`config.mk`:
```
export PLATFORM = sky130hd
export DESIGN_NAME = trailing_moving_average_top
export DESIGN_NICKNAME = d
export VERILOG_FILES = /design/src/tma_pkg.sv /design/src/tma_ram.sv /design/src/tma_div.sv /design/src/trailing_moving_average_top.sv
export SDC_FILE = /design/constraint.sdc
export NUM_CORES = 1
export LEC_CHECK = 0
export ABC_AREA = 1
export CORE_AREA = 2 2 406 408
export CTS_CLUSTER_DIAMETER = 150
export DETAILED_ROUTE_END_ITERATION = 8
export DIE_AREA = 0 0 408 410
export DONT_BUFFER_PORTS = 1
export GPL_ROUTABILITY_DRIVEN = 1
export SYNTH_ARGS = -nofsm -noshare
export SYNTH_HDL_FRONTEND = slang
export SYNTH_SLANG_ARGS = --single-unit
```
`constraint.sdc`:
```
create_clock -name clk -period 6.6 [get_ports clk]
set_clock_uncertainty 0.1 [all_clocks]
set_input_delay 0.99 -clock clk [delete_from_list [all_inputs] [get_ports clk]]
set_output_delay 0.99 -clock clk [all_outputs]
set_load 0.05 [all_outputs]
```
`src/tma_pkg.sv`:
```
// ============================================================================
// tma_pkg: shared types and constants for the trailing moving average
// Sizes of the history ring, the running sum and the serial divider, the
// request payload types and the sequencer state codes.
// ============================================================================
`timescale 1ns / 1ps
`default_nettype none

package tma_pkg;

    localparam int MAX_WINDOW = 32;

    localparam int KEY_W  = 32;
    localparam int VAL_W  = 32;
    localparam int WLEN_W = 6;                          // window_len register
    localparam int SLOT_W = $clog2(MAX_WINDOW);         // ring index
    localparam int LEN_W  = $clog2(MAX_WINDOW + 1);     // 1..MAX_WINDOW
    localparam int SUM_W  = VAL_W + SLOT_W;             // running window sum
    localparam int CNT_W  = $clog2(SUM_W + 1);          // divider step count

    localparam int PDATA_W = 32;
    localparam int PADDR_W = 2;

    localparam logic [PADDR_W-1:0] ADDR_WINDOW_LEN = PADDR_W'(0);
    localparam logic [WLEN_W-1:0]  WINDOW_LEN_RST  = WLEN_W'(10);

    typedef struct packed {
        logic             series_start;
        logic [KEY_W-1:0] sample_key;
        logic [VAL_W-1:0] sample_value;
    } tma_in_t;

    typedef struct packed {
        logic [KEY_W-1:0] avg_key;
        logic [VAL_W-1:0] avg_value;
    } tma_out_t;

    typedef struct packed {
        logic busy;
        logic done;
    } tma_div_stat_t;

    typedef enum logic [2:0] {
        ST_IDLE = 3'b001,
        ST_UPD  = 3'b010,
        ST_DIV  = 3'b100
    } tma_state_t;

endpackage

`default_nettype wire

```
`src/tma_ram.sv`:
```
// ============================================================================
// tma_ram: generic single-write, single-read synchronous RAM
// One write port and one read port; read data is registered.
// ============================================================================
`timescale 1ns / 1ps
`default_nettype none

module tma_ram #(
    parameter int WIDTH = 32,
    parameter int DEPTH = 32
) (
    input  wire logic                     clk,
    input  wire logic                     we,
    input  wire logic [$clog2(DEPTH)-1:0] waddr,
    input  wire logic [WIDTH-1:0]         wdata,
    input  wire logic [$clog2(DEPTH)-1:0] raddr,
    output logic      [WIDTH-1:0]         rdata
);

    logic [WIDTH-1:0] mem [DEPTH];

    always_ff @(posedge clk)
    begin
        if (we)
        begin
            mem[waddr] <= wdata;
        end
        rdata <= mem[raddr];
    end

endmodule

`default_nettype wire

```
`src/tma_div.sv`:
```
// ============================================================================
// tma_div: serial restoring divider for the window sum
// Divides the running sum by the window length, one quotient bit per cycle.
// The quotient holds until the next start.
// ============================================================================
`timescale 1ns / 1ps
`default_nettype none

module tma_div (
    input  wire logic                       clk,
    input  wire logic                       rst_n,
    input  wire logic                       start,
    input  wire logic [tma_pkg::SUM_W-1:0]  dividend,
    input  wire logic [tma_pkg::LEN_W-1:0]  divisor,
    output logic      [tma_pkg::SUM_W-1:0]  quotient,
    output tma_pkg::tma_div_stat_t          stat
);

    logic [tma_pkg::SUM_W-1:0] q_reg;
    logic [tma_pkg::LEN_W-1:0] rem_reg;
    logic [tma_pkg::LEN_W-1:0] div_reg;
    logic [tma_pkg::CNT_W-1:0] cnt_reg;
    logic                      busy_reg;
    logic                      done_reg;

    logic [tma_pkg::LEN_W:0]   rem_sh;
    logic [tma_pkg::LEN_W:0]   rem_diff;
    logic                      take;
    logic [tma_pkg::LEN_W-1:0] rem_next;

    always_comb
    begin
        rem_sh   = {rem_reg, q_reg[tma_pkg::SUM_W-1]};
        take     = (rem_sh >= {1'b0, div_reg});
        rem_diff = rem_sh - {1'b0, div_reg};
        // remainder stays below the divisor, so the top bit drops out
        rem_next = take ? rem_diff[tma_pkg::LEN_W-1:0] : rem_sh[tma_pkg::LEN_W-1:0];
    end

    always_ff @(posedge clk or negedge rst_n)
    begin
        if (!rst_n)
        begin
            busy_reg <= 1'b0;
            done_reg <= 1'b0;
            cnt_reg  <= '0;
        end
        else if (start)
        begin
            busy_reg <= 1'b1;
            done_reg <= 1'b0;
            cnt_reg  <= tma_pkg::CNT_W'(tma_pkg::SUM_W);
        end
        else if (busy_reg)
        begin
            cnt_reg <= cnt_reg - tma_pkg::CNT_W'(1);
            if (cnt_reg == tma_pkg::CNT_W'(1))
            begin
                busy_reg <= 1'b0;
                done_reg <= 1'b1;
            end
        end
    end

    always_ff @(posedge clk)
    begin
        if (start)
        begin
            q_reg   <= dividend;
            rem_reg <= '0;
            div_reg <= divisor;
        end
        else if (busy_reg)
        begin
            q_reg   <= {q_reg[tma_pkg::SUM_W-2:0], take};
            rem_reg <= rem_next;
        end
    end

    assign quotient  = q_reg;
    assign stat.busy = busy_reg;
    assign stat.done = done_reg;

endmodule

`default_nettype wire

```
`src/trailing_moving_average_top.sv`:
```
// ============================================================================
// trailing_moving_average_top: streaming trailing simple moving average
// Keeps the last samples in a ring RAM plus a running sum; each sample past a
// full window yields the mean of the preceding window, tagged with its key.
// ============================================================================
//
//  channel  | handshake               | payload
//  ---------+-------------------------+------------------------------------
//  in       | in_valid / in_stall     | in_data  (series_start, key, value)
//  out      | out_valid / out_stall   | out_data (avg_key, avg_value)
//  cfg      | APB psel/penable/pready | window_len at byte address 0
//
//  A request without a result goes through the ring read, then update and
//  write back. A request with a result adds SUM_W divider steps, one
//  quotient bit per cycle, and then the load of the output register. A
//  finished result waits there while the next request is taken; a stalled
//  output holds the sequencer only when the next result is ready. Reset
//  clears the history and sets window_len to 10.
//
`timescale 1ns / 1ps
`default_nettype none

module trailing_moving_average_top (
    input  wire logic                         clk,
    input  wire logic                         rst_n,
    input  wire logic                         in_valid,
    output logic                              in_stall,
    input  wire tma_pkg::tma_in_t             in_data,
    output logic                              out_valid,
    input  wire logic                         out_stall,
    output tma_pkg::tma_out_t                 out_data,
    input  wire logic                         psel,
    input  wire logic                         penable,
    input  wire logic                         pwrite,
    input  wire logic [tma_pkg::PADDR_W-1:0]  paddr,
    input  wire logic [tma_pkg::PDATA_W-1:0]  pwdata,
    output logic      [tma_pkg::PDATA_W-1:0]  prdata,
    output logic                              pready
);

    tma_pkg::tma_state_t state_reg, state_next;

    logic [tma_pkg::WLEN_W-1:0] wlen_reg;
    logic [tma_pkg::SLOT_W-1:0] slot_reg;
    logic [tma_pkg::SUM_W-1:0]  sum_reg;
    logic [tma_pkg::LEN_W-1:0]  fill_reg;
    logic                       produce_reg;
    logic [tma_pkg::KEY_W-1:0]  key_reg;
    logic [tma_pkg::VAL_W-1:0]  val_reg;
    logic                       out_valid_reg;
    tma_pkg::tma_out_t          out_data_reg;

    logic [tma_pkg::LEN_W-1:0]  len_eff;
    logic [tma_pkg::SLOT_W-1:0] slot_eff;
    logic [tma_pkg::SUM_W-1:0]  sum_eff;
    logic [tma_pkg::LEN_W-1:0]  fill_eff;
    logic [tma_pkg::SLOT_W-1:0] old_addr;
    logic [tma_pkg::SLOT_W-1:0] slot_inc;
    logic                       in_acc;
    logic                       cfg_wr;
    logic                       out_free;
    logic                       ram_we;
    logic [tma_pkg::VAL_W-1:0]  ram_rdata;
    logic                       div_start;
    logic [tma_pkg::SUM_W-1:0]  div_q;
    tma_pkg::tma_div_stat_t     div_stat;

    assign in_acc   = in_valid && !in_stall;
    assign cfg_wr   = psel && penable && pwrite && pready
                      && (paddr == tma_pkg::ADDR_WINDOW_LEN);
    assign out_free = !out_valid_reg || !out_stall;

    // zero means one, anything past the ring size saturates
    always_comb
    begin
        if (wlen_reg == '0)
        begin
            len_eff = tma_pkg::LEN_W'(1);
        end
        else if (int'(wlen_reg) > tma_pkg::MAX_WINDOW)
        begin
            len_eff = tma_pkg::LEN_W'(tma_pkg::MAX_WINDOW);
        end
        else
        begin
            len_eff = tma_pkg::LEN_W'(wlen_reg);
        end
    end

    // series start clears the history ahead of this sample
    assign slot_eff = in_data.series_start ? '0 : slot_reg;
    assign sum_eff  = in_data.series_start ? '0 : sum_reg;
    assign fill_eff = in_data.series_start ? '0 : fill_reg;

    // oldest sample of the window, wrapping around the ring
    always_comb
    begin
        if (int'(slot_eff) >= int'(len_eff))
        begin
            old_addr = tma_pkg::SLOT_W'(int'(slot_eff) - int'(len_eff));
        end
        else
        begin
            old_addr = tma_pkg::SLOT_W'(int'(slot_eff) + tma_pkg::MAX_WINDOW
                                        - int'(len_eff));
        end
    end

    assign slot_inc = (slot_reg == tma_pkg::SLOT_W'(tma_pkg::MAX_WINDOW - 1))
                      ? '0 : slot_reg + tma_pkg::SLOT_W'(1);

    assign ram_we    = (state_reg == tma_pkg::ST_UPD);
    assign div_start = (state_reg == tma_pkg::ST_UPD) && produce_reg;

    always_comb
    begin
        state_next = state_reg;
        case (state_reg)
            tma_pkg::ST_IDLE:
            begin
                if (in_acc)
                begin
                    state_next = tma_pkg::ST_UPD;
                end
            end
            tma_pkg::ST_UPD:
            begin
                state_next = produce_reg ? tma_pkg::ST_DIV : tma_pkg::ST_IDLE;
            end
            tma_pkg::ST_DIV:
            begin
                if (div_stat.done && out_free)
                begin
                    state_next = tma_pkg::ST_IDLE;
                end
            end
            default:
            begin
                state_next = tma_pkg::ST_IDLE;
            end
        endcase
    end

    assign in_stall = (state_reg != tma_pkg::ST_IDLE);

    always_ff @(posedge clk or negedge rst_n)
    begin
        if (!rst_n)
        begin
            state_reg     <= tma_pkg::ST_IDLE;
            wlen_reg      <= tma_pkg::WINDOW_LEN_RST;
            slot_reg      <= '0;
            sum_reg       <= '0;
            fill_reg      <= '0;
            produce_reg   <= 1'b0;
            out_valid_reg <= 1'b0;
        end
        else
        begin
            state_reg <= state_next;

            if (state_reg == tma_pkg::ST_DIV && div_stat.done && out_free)
            begin
                out_valid_reg <= 1'b1;
            end
            else if (!out_stall)
            begin
                out_valid_reg <= 1'b0;
            end

            if (cfg_wr)
            begin
                wlen_reg <= pwdata[tma_pkg::WLEN_W-1:0];
                slot_reg <= '0;
                sum_reg  <= '0;
                fill_reg <= '0;
            end
            else if (state_reg == tma_pkg::ST_IDLE && in_acc)
            begin
                slot_reg    <= slot_eff;
                sum_reg     <= sum_eff;
                fill_reg    <= fill_eff;
                produce_reg <= (fill_eff >= len_eff);
            end
            else if (state_reg == tma_pkg::ST_UPD)
            begin
                slot_reg <= slot_inc;
                if (produce_reg)
                begin
                    sum_reg <= sum_reg - tma_pkg::SUM_W'(ram_rdata)
                               + tma_pkg::SUM_W'(val_reg);
                end
                else
                begin
                    sum_reg  <= sum_reg + tma_pkg::SUM_W'(val_reg);
                    fill_reg <= fill_reg + tma_pkg::LEN_W'(1);
                end
            end
        end
    end

    always_ff @(posedge clk)
    begin
        if (state_reg == tma_pkg::ST_IDLE && in_acc)
        begin
            key_reg <= in_data.sample_key;
            val_reg <= in_data.sample_value;
        end
        if (state_reg == tma_pkg::ST_DIV && div_stat.done && out_free)
        begin
            out_data_reg.avg_key   <= key_reg;
            out_data_reg.avg_value <= div_q[tma_pkg::VAL_W-1:0];
        end
    end

    // read of the oldest entry is issued at accept; write-back follows in the next
    // cycle, so a full ring reads the old value before overwriting it
    tma_ram #(
        .WIDTH (tma_pkg::VAL_W),
        .DEPTH (tma_pkg::MAX_WINDOW)
    ) u_ring (
        .clk   (clk),
        .we    (ram_we),
        .waddr (slot_reg),
        .wdata (val_reg),
        .raddr (old_addr),
        .rdata (ram_rdata)
    );

    // sum_reg still holds the pre-update window sum at start
    tma_div u_div (
        .clk      (clk),
        .rst_n    (rst_n),
        .start    (div_start),
        .dividend (sum_reg),
        .divisor  (len_eff),
        .quotient (div_q),
        .stat     (div_stat)
    );

    assign out_valid = out_valid_reg;
    assign out_data  = out_data_reg;
    assign pready    = 1'b1;
    assign prdata    = (paddr == tma_pkg::ADDR_WINDOW_LEN)
                       ? tma_pkg::PDATA_W'(wlen_reg) : '0;

endmodule

`default_nettype wire
```
==> results_dict.tcl <==
set metrics [dict create \
    run_status "finished, final reports clean" \
    tns_ns 0 \
    multi_input_area_um2 16000 \
    grt_max_degree 182 \
    clk_pin_slew_ns 0.06 \
    finalMaxSlewViolations 0 \
    track_usage_pct 18.1 \
    layout_setup_ws_ns 2.17 \
    fillers 15400 \
    cts.sink_count 1300 \
    power_w 0.0319 \
    drc 0 \
    p_leak_nw 23.4 \
    cts_tree "yes" \
    areaGrowthSynthToFinish_pct 12.5 \
    avgSynthCellArea_um2 12.5 \
    end_kind "register" \
    ys_seq_area_share_pct 67.6 \
    synth.distinct_cells 52 \
    cap_violations 0 \
    setup_viol 0 \
    root_buffer "clkbuf_16" \
    via_per_inst 5.29 \
    finalCritPeriodShare_pct 67.1 \
    relSlewSlack_pct 13.2 \
    cp_max_fo 131 \
    finalCriticalPeriod_ns 4.43 \
    initial_utilization_pct 34.7 \
    die_w_um 408 \
    seq_area_um2 38300 \
    post_dp_cell_area_um2 59400 \
    ys.flop_type "edfxtp_1" \
    netSwitchingFraction_pct 41.2 \
    p_seq_share_pct 33.5 \
    dp_slack_ns 2.26 \
    worstPathArrival_ns 5.05 \
    die_h_um 410 \
    gp_congestion 0.955 \
    worstSetupPathType "register to register" \
    largest_reg_flops 1024 \
    cts_buffer_depth 3 \
    numCtsBuffers 131 \
    hold_viol 0 \
    core_area_um2 163000 \
    p_per_area_nw_per_um2 500 \
    die-area_um2 167000 \
    net-switching-power_w 0.0131 \
    drt-initial-drc-count 3664 \
    io_buffers 0 \
    final_area_um2 63800 \
    crit_required_ns 7.22 \
    grt_pass1_wl_um 226000 \
    post_cts_buffers 0 \
    drive_above_1_share_pct 7.55 \
    tightest_slew_ns 1.30 \
    worst_setup_path_start_kind "register" \
    drt_wl_total_um 156000 \
    fmax_ghz 0.226 \
    detail_route.first_pass.iterations 6 \
    ys_ff_latch 1300 \
    grt_pass1_vias 34300 \
    antenna_found_initial 7 \
    overflow 0 \
    synth_edf_count 1195 \
    power_frac_clock_pct 23.4 \
    routedWlPerCell_um 22.7 \
    rsz0062_at_grt "false" \
    hpwlAfterDp_um 87300 \
    core.rowCount 149 \
    async_flop_share_pct 5.15 \
    finish.net_count 4796 \
    comb_power_share_pct 43.1 \
    io_pins 205 \
    yosys_warnings 0 \
    cellInternalPower_w 0.0188 \
    synth_area_um2 56700 \
    drt.antenna.violating_nets 0 \
    h-tree-depth 4 \
    irDropWorstVdd_mv 0.461 \
    insertion_delay_ns 0.78 \
    synthCells 4548 \
    hold_class "primary input to register" \
    cts_resized 0 \
    vias 36300 \
]
[power groups by stage]
stage	Combinational (W)	Sequential (W)	Clock [W]
3_3_place_gp	0.0134	0.0108	0
6_report	0.0137	0.0107	0.00747
3_5_place_dp	0.0136	0.0108	0
5_1_grt	0.0153	0.0107	0.00790
2_1_floorplan	0.00948	0.0107	0
4_1_cts	0.0137	0.0107	0.00759
[stage by stage]
| step | util [%] | hold slack (ns) | instances |
|---|---|---|---|
| finish | 39.0 | 0.211 | 6856 |
| global route | 39.0 | 0.176 | 6856 |
| CTS | 39.0 | 0.158 | 6853 |
| detailed placement | 36.3 | 0.305 | 6612 |
| global placement | 36.3 | 0.301 | 6612 |
| floorplan | - | 0.300 | 4573 |
[critical path: stages (launching register included)]
cell and delay [ns]:
dfrtp_1 0.35, inv_1 0.13, nand4_1 0.13, a21oi_1 0.51, ha_4 0.21, inv_1 0.06, fa_4 1.40, buf_12 0.48
o21ai_0 0.21, o221ai_1 0.25, nand3_1 0.10, nand3_1 0.15, and2_1 0.14
[cell families after synthesis]
family                   after synthesis  synth area share [%]
adder cells (fa/ha/maj)              131                  3.36
multiplexers                         256                  4.52
AO/OA/AOI/OAI                        789                  8.84
AND/OR/NAND/NOR                     1410                  10.5
flip-flops                          1300                  67.6
other                                  2                0.0133
XOR/XNOR                              18                 0.305
buffers and inverters                642                  4.82
[area by class of cell]
class / count / area share [%]
antenna: 2 / 0.00785
clock buffer: 179 / 5.72
clock inverter: 60 / 1.03
inverter: 398 / 2.36
multi-input combinational: 2631 / 25.1
sequential: 1300 / 60.1
tap: 2189 / 4.29
timing repair buffer: 97 / 1.35
[per-layer routing]
metal	part of all wire [%]	wire [um]	global-route usage (%)
met1	44	68100	25.4
met2	45	70600	28.4
met3	8.2	12700	3.60
met4	2.7	4210	5.61
met5	0	0	0
[placed cells by master, fill, tap and decap left out, types with 6 or more instances in the layout]
cell type  synthesis  final
clkbuf_8           0      8
inv_1            390    387
mux2i_1          256    256
fa_1              35     34
nor2_1           456    422
ha_1              96     95
inv_2              7      7
and2_1            38     38
dfxtp_1           38     38
clkbuf_1         120     35
a21oi_1           97     97
a31oi_1            8      8
clkbuf_16          0    136
dfrtp_1           64     64
o21bai_1          12     12
bufinv_16          0     11
nand4_1            7      7
or2_2              6      6
buf_4             37     85
o21ai_0          382    382
clkinv_2           0     19
o21ai_1            8      8
nand3_1          331    331
nor3_1            24     24
o22ai_1            8      8
nand2_1          529    529
clkinv_1           0     18
buf_12             0      9
nand3b_1           6      6
xnor2_1            9      9
conb_1             2     27
o221ai_1         256    256
edfxtp_1        1195   1195
nor2_4             2     36
[path summary, 6_finish.rpt]
kind | start | endpoint | slack (ns) | cells after the start
worst max register to register | wlen_reg[4] | u_ring.rdata[14] | 2.17 | 12
worst min-delay path | in_data[23] | val_reg[23] | 0.21 | 0
worst max-delay path | wlen_reg[4] | u_ring.rdata[14] | 2.17 | 12
worst min register to register | key_reg[31] | out_data[63] | 0.32 | 0
min in group asynchronous | rst_n | u_div.busy_reg | 0.68 | 2
max in group asynchronous | rst_n | sum_reg[22] | 5.38 | 2
[synthesized netlist by cell type, types with 8 or more instances]
library cell	n	area, um^2
a21oi_1	97	485
a31oi_1	8	50.1
and2_1	38	238
buf_1	10	37.5
buf_2	62	310
buf_4	37	278
buf_6	13	146
clkbuf_1	120	450
dfrtp_1	64	1600
dfxtp_1	38	761
edfxtp_1	1195	35900
fa_1	35	701
ha_1	96	1200
inv_1	390	1460
mux2i_1	256	2560
nand2_1	529	1990
nand3_1	331	1660
nor2_1	456	1710
nor3_1	24	120
o21ai_0	382	1910
o21ai_1	8	40.0
o21bai_1	12	90.1
o221ai_1	256	2240
o22ai_1	8	50.1
xnor2_1	9	78.8
[timing repair]
item                                   in CTS  in global routing
setup endpoints to repair                   0                  0
endpoints found under the hold margin      67                  0
hold buffers                                2                  0
(Power assumes the default switching activity.)
